### config.mk
export PLATFORM = sky130hd
export DESIGN_NAME = adc_frame_iqm_temperature_top
export DESIGN_NICKNAME = d
export VERILOG_FILES = /design/src/iqm_pkg.sv /design/src/adc_frame_iqm_temperature_top.sv /design/src/iqm_div.sv /design/src/iqm_dp.sv /design/src/iqm_ctrl.sv
export SDC_FILE = /design/constraint.sdc
export NUM_CORES = 2
export LEC_CHECK = 0
export BUFFER_PORTS_ARGS = -buffer_cell sky130_fd_sc_hd__buf_2
export CAP_MARGIN = 5
export CELL_PAD_IN_SITES_DETAIL_PLACEMENT = 2
export CELL_PAD_IN_SITES_GLOBAL_PLACEMENT = 2
export CORE_MARGIN = 3
export CORE_UTILIZATION = 40
export CTS_BUF_LIST = sky130_fd_sc_hd__clkbuf_4 sky130_fd_sc_hd__clkbuf_8
export CTS_CLUSTER_SIZE = 14
export DETAILED_ROUTE_END_ITERATION = 6
export MAX_ROUTING_LAYER = met4
export PLACE_DENSITY_LB_ADDON = 0.1
export SKIP_CTS_REPAIR_TIMING = 1
export SLEW_MARGIN = 20
export SYNTH_ARGS = -nofsm -noshare
export SYNTH_HDL_FRONTEND = slang
export SYNTH_SLANG_ARGS = --single-unit
### constraint.sdc
create_clock -name clock -period 15.35 [get_ports clock]
set_clock_uncertainty 0.2 [all_clocks]
set_input_delay 2.3025 -clock clock [delete_from_list [all_inputs] [get_ports clock]]
set_output_delay 2.3025 -clock clock [all_outputs]
set_load 0.005 [all_outputs]
### src/iqm_pkg.sv
// Shared types and constants of the ADC frame interquartile mean block.
// Used by the divider, the datapath, the controller and the top level.
`default_nettype none
package iqm_pkg;

   localparam int SAMPLE_W = 12;
   localparam int GROUP_SAMPLES = 4;
   localparam int SUM_W = 14;
   localparam int DIVIDEND_W = 24;
   localparam int DIVISOR_W = 12;
   localparam int CSR_INDEX_W = 3;
   localparam int CSR_DATA_W = 24;
   localparam int RSP_DATA_W = 72;

   typedef enum logic [CSR_INDEX_W-1:0] {
      CSR_CAL_COLD  = 3'd0,
      CSR_CAL_HOT   = 3'd1,
      CSR_COLD_TEMP = 3'd2,
      CSR_HOT_TEMP  = 3'd3,
      CSR_VREF_NUM  = 3'd4,
      CSR_CONV_SCL  = 3'd5
   } csr_index_type;

   typedef enum logic {
      DIV_SEL_TEMP = 1'b0,
      DIV_SEL_VOLT = 1'b1
   } div_sel_type;

   typedef struct packed {
      logic        insert;
      logic        acc_temp;
      logic        acc_ref;
      logic        shift;
      logic        sum_en;
      logic        prep;
      logic        div_start;
      div_sel_type div_sel;
      logic        mul;
      logic        load_out;
   } dp_cmd_type;

   typedef struct packed {
      logic div_done;
   } dp_status_type;

endpackage
`default_nettype wire

### src/adc_frame_iqm_temperature_top.sv
// Top level of the ADC frame interquartile mean and temperature block.
// Depends on iqm_pkg, iqm_ctrl, iqm_dp and iqm_div.
`default_nettype none
// Each frame is SENSOR_SAMPLES sensor samples, four temperature samples and
// four reference samples. While the frame is collected a sample is taken in
// every cycle that offers one; each sensor sample is sorted into a row of
// cells on arrival. After the last sample the input is held off: the block
// reads out the sorted row, forms the interquartile mean and the temperature
// operands, runs two divisions on one shared divider, multiplies and loads
// the result. A finished result waits in its output register while the next
// frame is collected; if it is still waiting when the next result is ready,
// the block stalls until it is taken.
module adc_frame_iqm_temperature_top #(
   parameter int SENSOR_SAMPLES = 12
) (
   input  wire logic                              clock,
   input  wire logic                              reset,
   input  wire logic                              req_tvalid,
   output logic                                   req_tready,
   input  wire logic [15:0]                       req_tdata,  // sample
   output logic                                   rsp_tvalid,
   input  wire logic                              rsp_tready,
   // sensor_mean, temp_mean, ref_mean, temperature, voltage, cal_invalid, ref_zero
   output logic [iqm_pkg::RSP_DATA_W-1:0]         rsp_tdata,
   input  wire logic                              csr_valid,
   output logic                                   csr_ready,
   input  wire logic [iqm_pkg::CSR_INDEX_W-1:0]   csr_index,
   input  wire logic [iqm_pkg::CSR_DATA_W-1:0]    csr_data
);
   import iqm_pkg::*;

   dp_cmd_type    cmd;
   dp_status_type status;

   assign csr_ready = 1'b1;

   iqm_ctrl #(.SENSOR_SAMPLES(SENSOR_SAMPLES)) u_ctrl (
      .clock      (clock),
      .reset      (reset),
      .req_tvalid (req_tvalid),
      .req_tready (req_tready),
      .rsp_tvalid (rsp_tvalid),
      .rsp_tready (rsp_tready),
      .cmd        (cmd),
      .status     (status)
   );

   iqm_dp #(.SENSOR_SAMPLES(SENSOR_SAMPLES)) u_dp (
      .clock     (clock),
      .reset     (reset),
      .csr_valid (csr_valid),
      .csr_index (csr_index),
      .csr_data  (csr_data),
      .sample    (req_tdata[SAMPLE_W-1:0]),
      .cmd       (cmd),
      .status    (status),
      .rsp_data  (rsp_tdata)
   );

endmodule
`default_nettype wire

### src/iqm_div.sv
// Radix-2 restoring divider, one quotient bit per cycle.
// Uses iqm_pkg for the operand widths.
`default_nettype none
module iqm_div (
   input  wire logic                            clock,
   input  wire logic                            reset,
   input  wire logic                            start,
   input  wire logic [iqm_pkg::DIVIDEND_W-1:0]  dividend,
   input  wire logic [iqm_pkg::DIVISOR_W-1:0]   divisor,
   output logic                                 done,
   output logic [iqm_pkg::DIVIDEND_W-1:0]       quotient
);
   import iqm_pkg::*;

   localparam int CNT_W = $clog2(DIVIDEND_W);

   logic                   busy_ff, busy_in;
   logic                   done_ff, done_in;
   logic [CNT_W-1:0]       cnt_ff, cnt_in;
   logic [DIVISOR_W-1:0]   rem_ff, rem_in;
   logic [DIVISOR_W-1:0]   dsr_ff, dsr_in;
   logic [DIVIDEND_W-1:0]  quo_ff, quo_in;
   logic [DIVISOR_W:0]     trial;

   always_comb begin
      busy_in = busy_ff;
      done_in = 1'b0;
      cnt_in  = cnt_ff;
      rem_in  = rem_ff;
      dsr_in  = dsr_ff;
      quo_in  = quo_ff;
      trial   = {rem_ff, quo_ff[DIVIDEND_W-1]};
      if (start) begin
         busy_in = 1'b1;
         cnt_in  = '0;
         rem_in  = '0;
         dsr_in  = divisor;
         quo_in  = dividend;
      end else if (busy_ff) begin
         if (trial >= {1'b0, dsr_ff}) begin
            rem_in = DIVISOR_W'(trial - {1'b0, dsr_ff});
            quo_in = {quo_ff[DIVIDEND_W-2:0], 1'b1};
         end else begin
            rem_in = trial[DIVISOR_W-1:0];
            quo_in = {quo_ff[DIVIDEND_W-2:0], 1'b0};
         end
         cnt_in = CNT_W'(cnt_ff + 1'b1);
         if (cnt_ff == CNT_W'(DIVIDEND_W - 1)) begin
            busy_in = 1'b0;
            done_in = 1'b1;
         end
      end
   end

   always_ff @(posedge clock) begin
      if (reset) begin
         busy_ff <= 1'b0;
         done_ff <= 1'b0;
      end else begin
         busy_ff <= busy_in;
         done_ff <= done_in;
      end
      cnt_ff <= cnt_in;
      rem_ff <= rem_in;
      dsr_ff <= dsr_in;
      quo_ff <= quo_in;
   end

   assign done     = done_ff;
   assign quotient = quo_ff;

endmodule
`default_nettype wire

### src/iqm_dp.sv
// Datapath: configuration registers, insertion-sorting cell row, group sums,
// shared divider, multiplier and result register. Uses iqm_pkg and iqm_div.
`default_nettype none
module iqm_dp #(
   parameter int SENSOR_SAMPLES = 12
) (
   input  wire logic                              clock,
   input  wire logic                              reset,
   input  wire logic                              csr_valid,
   input  wire logic [iqm_pkg::CSR_INDEX_W-1:0]   csr_index,
   input  wire logic [iqm_pkg::CSR_DATA_W-1:0]    csr_data,
   input  wire logic [iqm_pkg::SAMPLE_W-1:0]      sample,
   input  wire iqm_pkg::dp_cmd_type               cmd,
   output iqm_pkg::dp_status_type                 status,
   output logic [iqm_pkg::RSP_DATA_W-1:0]         rsp_data
);
   import iqm_pkg::*;

   localparam int N_W = $clog2(SENSOR_SAMPLES + 1);
   localparam int IQ_W = SAMPLE_W + N_W;
   localparam int HALF = SENSOR_SAMPLES / 2;
   localparam int RECIP_SH = IQ_W + $clog2(HALF);
   localparam int PROD_W = RECIP_SH + IQ_W;
   localparam longint RECIP_M =
      ((longint'(1) << RECIP_SH) + longint'(HALF) - 1) / longint'(HALF);

   logic [11:0]         cal_cold_ff, cal_hot_ff;
   logic [7:0]          cold_temp_ff, hot_temp_ff;
   logic [23:0]         vref_ff;
   logic [15:0]         scale_ff;

   logic [SAMPLE_W-1:0] cell_ff [SENSOR_SAMPLES];
   logic [SAMPLE_W-1:0] cell_in [SENSOR_SAMPLES];
   logic [SENSOR_SAMPLES-1:0] gt;
   logic [N_W-1:0]      count_ff;
   logic [SUM_W-1:0]    temp_sum_ff, ref_sum_ff;
   logic [IQ_W-1:0]     iq_sum_ff;

   logic                num_neg_ff, den_neg_ff, cal_bad_ff;
   logic [20:0]         num_mag_ff;
   logic [11:0]         den_mag_ff;
   logic [11:0]         sensor_mean_ff;
   logic signed [15:0]  temp_ff;
   logic [23:0]         vq_ff;
   logic [39:0]         prod_ff;

   logic [11:0]         tm, rm;
   logic signed [12:0]  dt, den;
   logic signed [8:0]   dtemp;
   logic signed [21:0]  num;
   logic [21:0]         num_abs;
   logic [12:0]         den_abs;
   logic [PROD_W-1:0]   iq_prod;
   logic [IQ_W-1:0]     iq_quo;
   logic [DIVIDEND_W-1:0] div_a;
   logic [DIVISOR_W-1:0]  div_b;
   logic                div_done;
   logic [DIVIDEND_W-1:0] quo;
   div_sel_type         sel_ff;
   logic signed [22:0]  q_s, t_s;
   logic [15:0]         volt;

   assign tm = temp_sum_ff[SUM_W-1:2];
   assign rm = ref_sum_ff[SUM_W-1:2];

   always_ff @(posedge clock) begin
      if (reset) begin
         cal_cold_ff  <= 12'd680;
         cal_hot_ff   <= 12'd856;
         cold_temp_ff <= 8'd30;
         hot_temp_ff  <= 8'd110;
         vref_ff      <= '0;
         scale_ff     <= '0;
      end else if (csr_valid) begin
         unique case (csr_index)
            CSR_CAL_COLD:  cal_cold_ff  <= csr_data[11:0];
            CSR_CAL_HOT:   cal_hot_ff   <= csr_data[11:0];
            CSR_COLD_TEMP: cold_temp_ff <= csr_data[7:0];
            CSR_HOT_TEMP:  hot_temp_ff  <= csr_data[7:0];
            CSR_VREF_NUM:  vref_ff      <= csr_data[23:0];
            CSR_CONV_SCL:  scale_ff     <= csr_data[15:0];
            default: ;
         endcase
      end
   end

   // Each cell compares the new sample with its own value; the row stays sorted.
   always_comb begin
      for (int k = 0; k < SENSOR_SAMPLES; k++) begin
         gt[k] = (k < int'(count_ff)) && (cell_ff[k] > sample);
      end
      for (int k = 0; k < SENSOR_SAMPLES; k++) begin
         cell_in[k] = cell_ff[k];
         if (cmd.shift) begin
            cell_in[k] = (k == SENSOR_SAMPLES - 1) ? '0 : cell_ff[(k + 1) % SENSOR_SAMPLES];
         end else if (cmd.insert && (gt[k] || k == int'(count_ff))) begin
            if (k > 0 && gt[(k + SENSOR_SAMPLES - 1) % SENSOR_SAMPLES]) begin
               cell_in[k] = cell_ff[(k + SENSOR_SAMPLES - 1) % SENSOR_SAMPLES];
            end else begin
               cell_in[k] = sample;
            end
         end
      end
   end

   always_ff @(posedge clock) begin
      for (int k = 0; k < SENSOR_SAMPLES; k++) begin
         cell_ff[k] <= cell_in[k];
      end
      if (reset || cmd.shift) begin
         count_ff <= '0;
      end else if (cmd.insert) begin
         count_ff <= N_W'(count_ff + 1'b1);
      end
      if (reset || cmd.load_out) begin
         temp_sum_ff <= '0;
         ref_sum_ff  <= '0;
         iq_sum_ff   <= '0;
      end else begin
         if (cmd.acc_temp) temp_sum_ff <= SUM_W'(temp_sum_ff + sample);
         if (cmd.acc_ref)  ref_sum_ff  <= SUM_W'(ref_sum_ff + sample);
         if (cmd.sum_en)   iq_sum_ff   <= IQ_W'(iq_sum_ff + cell_ff[0]);
      end
   end

   // The middle sum is divided by the constant half count through a reciprocal product.
   assign iq_prod = PROD_W'(iq_sum_ff) * PROD_W'(RECIP_M);
   assign iq_quo  = iq_prod[RECIP_SH +: IQ_W];

   always_comb begin
      dt      = $signed({1'b0, tm}) - $signed({1'b0, cal_cold_ff});
      dtemp   = $signed({hot_temp_ff[7], hot_temp_ff}) - $signed({cold_temp_ff[7], cold_temp_ff});
      num     = dt * dtemp;
      num_abs = num[21] ? 22'(-num) : 22'(num);
      den     = $signed({1'b0, cal_hot_ff}) - $signed({1'b0, cal_cold_ff});
      den_abs = den[12] ? 13'(-den) : 13'(den);
   end

   always_ff @(posedge clock) begin
      if (cmd.prep) begin
         sensor_mean_ff <= (iq_quo > IQ_W'(4095)) ? 12'hFFF : iq_quo[11:0];
         num_neg_ff     <= num[21];
         num_mag_ff     <= num_abs[20:0];
         den_neg_ff     <= den[12];
         den_mag_ff     <= den_abs[11:0];
         cal_bad_ff     <= (den == 13'sd0);
      end
      if (cmd.div_start) begin
         sel_ff <= cmd.div_sel;
      end
   end

   always_comb begin
      case (cmd.div_sel)
         DIV_SEL_TEMP: begin
            div_a = DIVIDEND_W'(num_mag_ff);
            div_b = den_mag_ff;
         end
         default: begin
            div_a = vref_ff;
            div_b = rm;
         end
      endcase
   end

   iqm_div u_div (
      .clock    (clock),
      .reset    (reset),
      .start    (cmd.div_start),
      .dividend (div_a),
      .divisor  (div_b),
      .done     (div_done),
      .quotient (quo)
   );

   assign status.div_done = div_done;

   always_comb begin
      q_s = $signed({2'b00, quo[20:0]});
      t_s = (num_neg_ff ^ den_neg_ff) ? -q_s : q_s;
      t_s = t_s + 23'($signed(cold_temp_ff));
   end

   always_ff @(posedge clock) begin
      if (div_done) begin
         case (sel_ff)
            DIV_SEL_TEMP: begin
               if (cal_bad_ff)                temp_ff <= '0;
               else if (t_s > 23'sd32767)     temp_ff <= 16'sh7FFF;
               else if (t_s < -23'sd32768)    temp_ff <= 16'sh8000;
               else                           temp_ff <= t_s[15:0];
            end
            default: vq_ff <= quo;
         endcase
      end
      if (cmd.mul) begin
         prod_ff <= vq_ff * scale_ff;
      end
   end

   assign volt = (rm == '0) ? '0 : ((prod_ff > 40'd65535) ? 16'hFFFF : prod_ff[15:0]);

   always_ff @(posedge clock) begin
      if (cmd.load_out) begin
         rsp_data <= {2'b00, (rm == '0), cal_bad_ff, volt, temp_ff, rm, tm, sensor_mean_ff};
      end
   end

endmodule
`default_nettype wire

### src/iqm_ctrl.sv
// Controller: frame position counter and the state machine that sequences
// the sort readout, the two divisions and the result hand-over. Uses iqm_pkg.
`default_nettype none
module iqm_ctrl #(
   parameter int SENSOR_SAMPLES = 12
) (
   input  wire logic                   clock,
   input  wire logic                   reset,
   input  wire logic                   req_tvalid,
   output logic                        req_tready,
   output logic                        rsp_tvalid,
   input  wire logic                   rsp_tready,
   output iqm_pkg::dp_cmd_type         cmd,
   input  wire iqm_pkg::dp_status_type status
);
   import iqm_pkg::*;

   localparam int FRAME_LEN = SENSOR_SAMPLES + 2 * GROUP_SAMPLES;
   localparam int CNT_W = $clog2(FRAME_LEN);
   localparam int LO = SENSOR_SAMPLES / 4;
   localparam int HI = 3 * SENSOR_SAMPLES / 4;

   typedef enum logic [3:0] {
      ST_COLLECT, ST_DRAIN, ST_PREP, ST_T_GO, ST_T_WAIT,
      ST_V_GO, ST_V_WAIT, ST_MUL, ST_OUT
   } state_type;

   state_type        state_ff, state_in;
   logic [CNT_W-1:0] idx_ff, idx_in;
   logic             rsp_valid_ff, rsp_valid_in;
   logic             accept;

   assign req_tready = (state_ff == ST_COLLECT);
   assign accept     = req_tvalid && req_tready;
   assign rsp_tvalid = rsp_valid_ff;

   always_comb begin
      state_in     = state_ff;
      idx_in       = idx_ff;
      rsp_valid_in = rsp_valid_ff && !rsp_tready;
      cmd          = '0;
      cmd.div_sel  = DIV_SEL_TEMP;
      unique case (state_ff)
         ST_COLLECT: begin
            if (accept) begin
               cmd.insert   = (int'(idx_ff) < SENSOR_SAMPLES);
               cmd.acc_temp = (int'(idx_ff) >= SENSOR_SAMPLES)
                           && (int'(idx_ff) < SENSOR_SAMPLES + GROUP_SAMPLES);
               cmd.acc_ref  = (int'(idx_ff) >= SENSOR_SAMPLES + GROUP_SAMPLES);
               idx_in = CNT_W'(idx_ff + 1'b1);
               if (int'(idx_ff) == FRAME_LEN - 1) begin
                  idx_in   = '0;
                  state_in = ST_DRAIN;
               end
            end
         end
         ST_DRAIN: begin
            cmd.shift  = 1'b1;
            cmd.sum_en = (int'(idx_ff) >= LO) && (int'(idx_ff) < HI);
            idx_in = CNT_W'(idx_ff + 1'b1);
            if (int'(idx_ff) == SENSOR_SAMPLES - 1) begin
               idx_in   = '0;
               state_in = ST_PREP;
            end
         end
         ST_PREP: begin
            cmd.prep = 1'b1;
            state_in = ST_T_GO;
         end
         ST_T_GO: begin
            cmd.div_sel   = DIV_SEL_TEMP;
            cmd.div_start = 1'b1;
            state_in      = ST_T_WAIT;
         end
         ST_T_WAIT: if (status.div_done) state_in = ST_V_GO;
         ST_V_GO: begin
            cmd.div_sel   = DIV_SEL_VOLT;
            cmd.div_start = 1'b1;
            state_in      = ST_V_WAIT;
         end
         ST_V_WAIT: if (status.div_done) state_in = ST_MUL;
         ST_MUL: begin
            cmd.mul  = 1'b1;
            state_in = ST_OUT;
         end
         ST_OUT: begin
            if (!rsp_valid_ff || rsp_tready) begin
               cmd.load_out = 1'b1;
               rsp_valid_in = 1'b1;
               state_in     = ST_COLLECT;
            end
         end
         default: state_in = ST_COLLECT;
      endcase
   end

   always_ff @(posedge clock) begin
      if (reset) begin
         state_ff     <= ST_COLLECT;
         idx_ff       <= '0;
         rsp_valid_ff <= 1'b0;
      end else begin
         state_ff     <= state_in;
         idx_ff       <= idx_in;
         rsp_valid_ff <= rsp_valid_in;
      end
   end

`ifndef SYNTHESIS
   a_no_div_in_collect: assert property (@(posedge clock) disable iff (reset)
      (state_ff == ST_COLLECT) |-> !status.div_done)
      else $error("Divider finished while collecting samples.");
   a_load_sets_valid: assert property (@(posedge clock) disable iff (reset)
      cmd.load_out |=> rsp_valid_ff)
      else $error("Result loaded without raising valid.");
   a_idx_range: assert property (@(posedge clock) disable iff (reset)
      int'(idx_ff) < FRAME_LEN)
      else $error("Frame position out of range.");
`endif

endmodule
`default_nettype wire
==> impl_metrics.ini <==
[floorplan]
initial_core_util_pct = 40.5
die_x_um = 364
row_count = 130
ios = 123
core_area_um2 = 126000
fp.dieArea_um2 = 132000
die_h_um = 364

[global_route]
grt_max_degree = 231
gr-total-overflow = 0
grt_pass1_vias = 45250
antenna_found_initial = 10
grt_pass1_wl_um = 267000
grt_util_all_layers_pct = 26.7

[worst_setup_path]
setup.worst_path.start_class = flip-flop
rrSetupSlack_ns = 6.18
arrival_ns = 9.47
slowest_delay_ns = 0.58
cp_common_cell = fa_1
slowest_stage = xor2_2
end_kind = flip-flop
r2r_end = u_dp.num_mag_ff[7]
cp.required_ns = 15.65
reg2regPathDepth = 30
worstSetupPathType = reg -> reg
cp_max_fo = 17
r2r_start = u_dp.cold_temp_ff[1]

[synth]
synthFlopType = edfxtp_1
yosysTopAreaCellShare_pct = 21.5
synth_cells = 5319
synth_area_leaders = edfxtp_1 22%, fa_1 19%, ha_1 13%
synth_seq_cells = 536
synth_warnings = 0
synth_top_area_cell = edfxtp_1
postSynthAreaPerCell_um2 = 9.63
synth-edff-count = 367
netlist_area_um2 = 51200
synthArstFlopShare_pct = 0
yosysUniqueCellTypes = 87
ys_seq_area_share_pct = 28.1

[sta]
final.setup.tns_ns = 0
max_slew_margin_pct = 21.6
slew_viol_final = 0
rsz0062_at_grt = false
max_slew.worst_pin.slew_ns = 1.17
setup-violations-final = 0
finalCriticalPeriod_ns = 9.17
fin_crit_sh_pct = 59.7
finalHoldViolations = 0
timing.fmax_mhz = 109

[pwr]
powerDensity_nw_per_um2 = 128
leakage_nw = 25.9
ir_worst_vdd_mv = 0.330

[routing]
post_drt_wl_per_cell_um = 23.6
first_pass_iters = 5
first_iter_violations = 1953
vias = 39917
vias_per_cell = 5.58
drc = 0
ant_nets = 0
drt_wl_total_um = 169000

[final_layout]
fillers = 13598
area_growth_pct = 9.03
instances_no_fill = 7155
finalCoreUtilization_pct = 44.2
drive_above_1_share_pct = 7.76
nNetsFinal = 6495
fin_area_um2 = 55900

[clocking]
numClockSinks = 536
clk_path_buf_depth = 3
clkTransAtPathRegs_ns = 0.06
cts-htree-levels = 3
cts_tree = done
cts_buffers = 102
clk_latency_ns = 0.83
root_buffer = clkbuf_8

[hold_path]
hold_path_class = reg -> reg
whs_path_depth = 0
hold_start = u_dp.sensor_mean_ff[9]
holdPathEnd = u_dp.rsp_data[9]

[placement]
io_buffer_count = 115
dp_cells = 6959
hpwlAfterDp_um = 129000
gp_congestion = 0.858
placed_cell_area_um2 = 53700

[outcome]
outcome = finished clean

[job]
cap_violations = 0
where the power goes:
group | total, mW | internal (mW) | switching [mW] | leakage, nW
Sequential | 2.10 | 1.94 | 0.162 | 4.83
Combinational | 3.58 | 1.43 | 2.15 | 20.0
Clock | 1.48 | 0.776 | 0.708 | 1.08
sequential cells by signal (all words and copies together) (netlist names), 14 cells and up:
signal,count
u_dp.temp_sum_ff,14
u_dp.iq_sum_ff,16
u_dp.cell_ff,144
u_dp.ref_sum_ff,14
u_dp.scale_ff,16
u_dp.rsp_data,70
u_dp.vq_ff,24
u_dp.temp_ff,16
u_dp.vref_ff,24
u_dp.prod_ff,40
u_dp.u_div.quotient,24
u_dp.num_mag_ff,21
metal layers:
layer	GRT usage, %	wire length [um]	vias to the layer above
met5	-	0	-
met4	6.06	3500	0
met3	2.25	4740	193
met2	44.8	81700	593
met1	35.2	79200	20967
li1	-	-	18164
synth_stat cells, drive strengths merged, types with 15 or more instances:
library cell / count
nand3b: 20
a21boi: 15
a21oi: 266
o211ai: 18
o21ai: 239
nand2b: 57
inv: 705
nand2: 667
xnor2: 118
clkbuf: 170
nor3: 62
mux2i: 164
o21bai: 22
dfxtp: 169
nor4: 18
a211oi: 21
nand3: 54
o21a: 22
a21o: 131
o31ai: 19
fa: 495
nor2b: 58
edfxtp: 367
buf: 26
a22oi: 50
and3: 59
xor2: 77
a31oi: 25
or2: 23
nor2: 266
and2: 158
ha: 538
nand4: 52
area by class of cell:
type	instances	area (um^2)	area share (%)
clock inverters	62	429	0.768
clock buffers	128	1640	2.93
diodes	5	12.5	0.0224
inverters	707	2650	4.75
well taps	1650	2060	3.70
flip-flops and latches	536	14400	25.8
repair buffers	186	1130	2.02
multi-input cells	3881	33500	60.0
cells by family after synthesis:
group	synth area share, %
other cells	0.0147
flops	28.1
xor+xnor	3.33
simple gates	14.2
buf+inv	6.71
mux	3.51
fa+ha+maj	32.5
compound gates	11.6
how the worst max path moves through the flow:
stage,from,end,slack (ns),depth (start not counted)
2_1_floorplan,u_dp.cold_temp_ff[1],u_dp.num_mag_ff[5],7.54,32
3_3_place_gp,u_dp.cold_temp_ff[1],u_dp.num_mag_ff[7],6.13,30
3_5_place_dp,u_dp.cold_temp_ff[1],u_dp.num_mag_ff[7],6.03,30
4_1_cts,u_dp.cold_temp_ff[1],u_dp.num_mag_ff[7],5.93,30
5_1_grt,u_dp.cal_cold_ff[1],u_dp.num_mag_ff[13],5.46,30
6_report,u_dp.cold_temp_ff[1],u_dp.num_mag_ff[7],6.18,30
worst max-delay path: cells and delay by family (launching register included):
kind | cells | cell delay, ns
compound gates | 13 | 3.13
fa+ha+maj | 7 | 3.21
buf+inv | 5 | 0.63
flops | 1 | 0.42
simple gates | 3 | 0.53
xor+xnor | 2 | 0.75
layout by cell type (no fill, tap or decap), types with 22 or more instances in the layout:
master,synthesis,routed
fa_1,495,495
clkbuf_8,0,108
xor2_1,77,76
nand3_1,54,53
nor2b_1,58,57
a22oi_1,49,49
inv_1,704,704
o21bai_1,22,22
mux2i_1,164,164
clkinv_1,2,38
o21a_1,22,22
and2_1,157,156
or2_2,22,22
nand2_1,667,667
nand4_1,52,52
nand2b_1,56,56
o21ai_0,236,235
a21oi_1,263,263
a31oi_1,24,24
nor3_1,62,56
buf_4,5,70
xnor2_1,118,118
ha_1,538,538
nor2_1,266,262
a21o_1,131,131
edfxtp_1,367,367
dfxtp_1,169,166
and3_1,59,59
buf_2,12,114
metrics by stage:
step | power, mW | hold slack [ns] | worst slack, ns
floorplan | 4.71 | 0.200 | 7.54
global placement | 5.48 | 0.202 | 6.13
detailed placement | 5.71 | 0.206 | 6.03
CTS | 7.25 | 0.222 | 5.93
global route | 7.79 | 0.230 | 5.46
finish | 7.16 | 0.221 | 6.18
(Power assumes the default switching activity.)
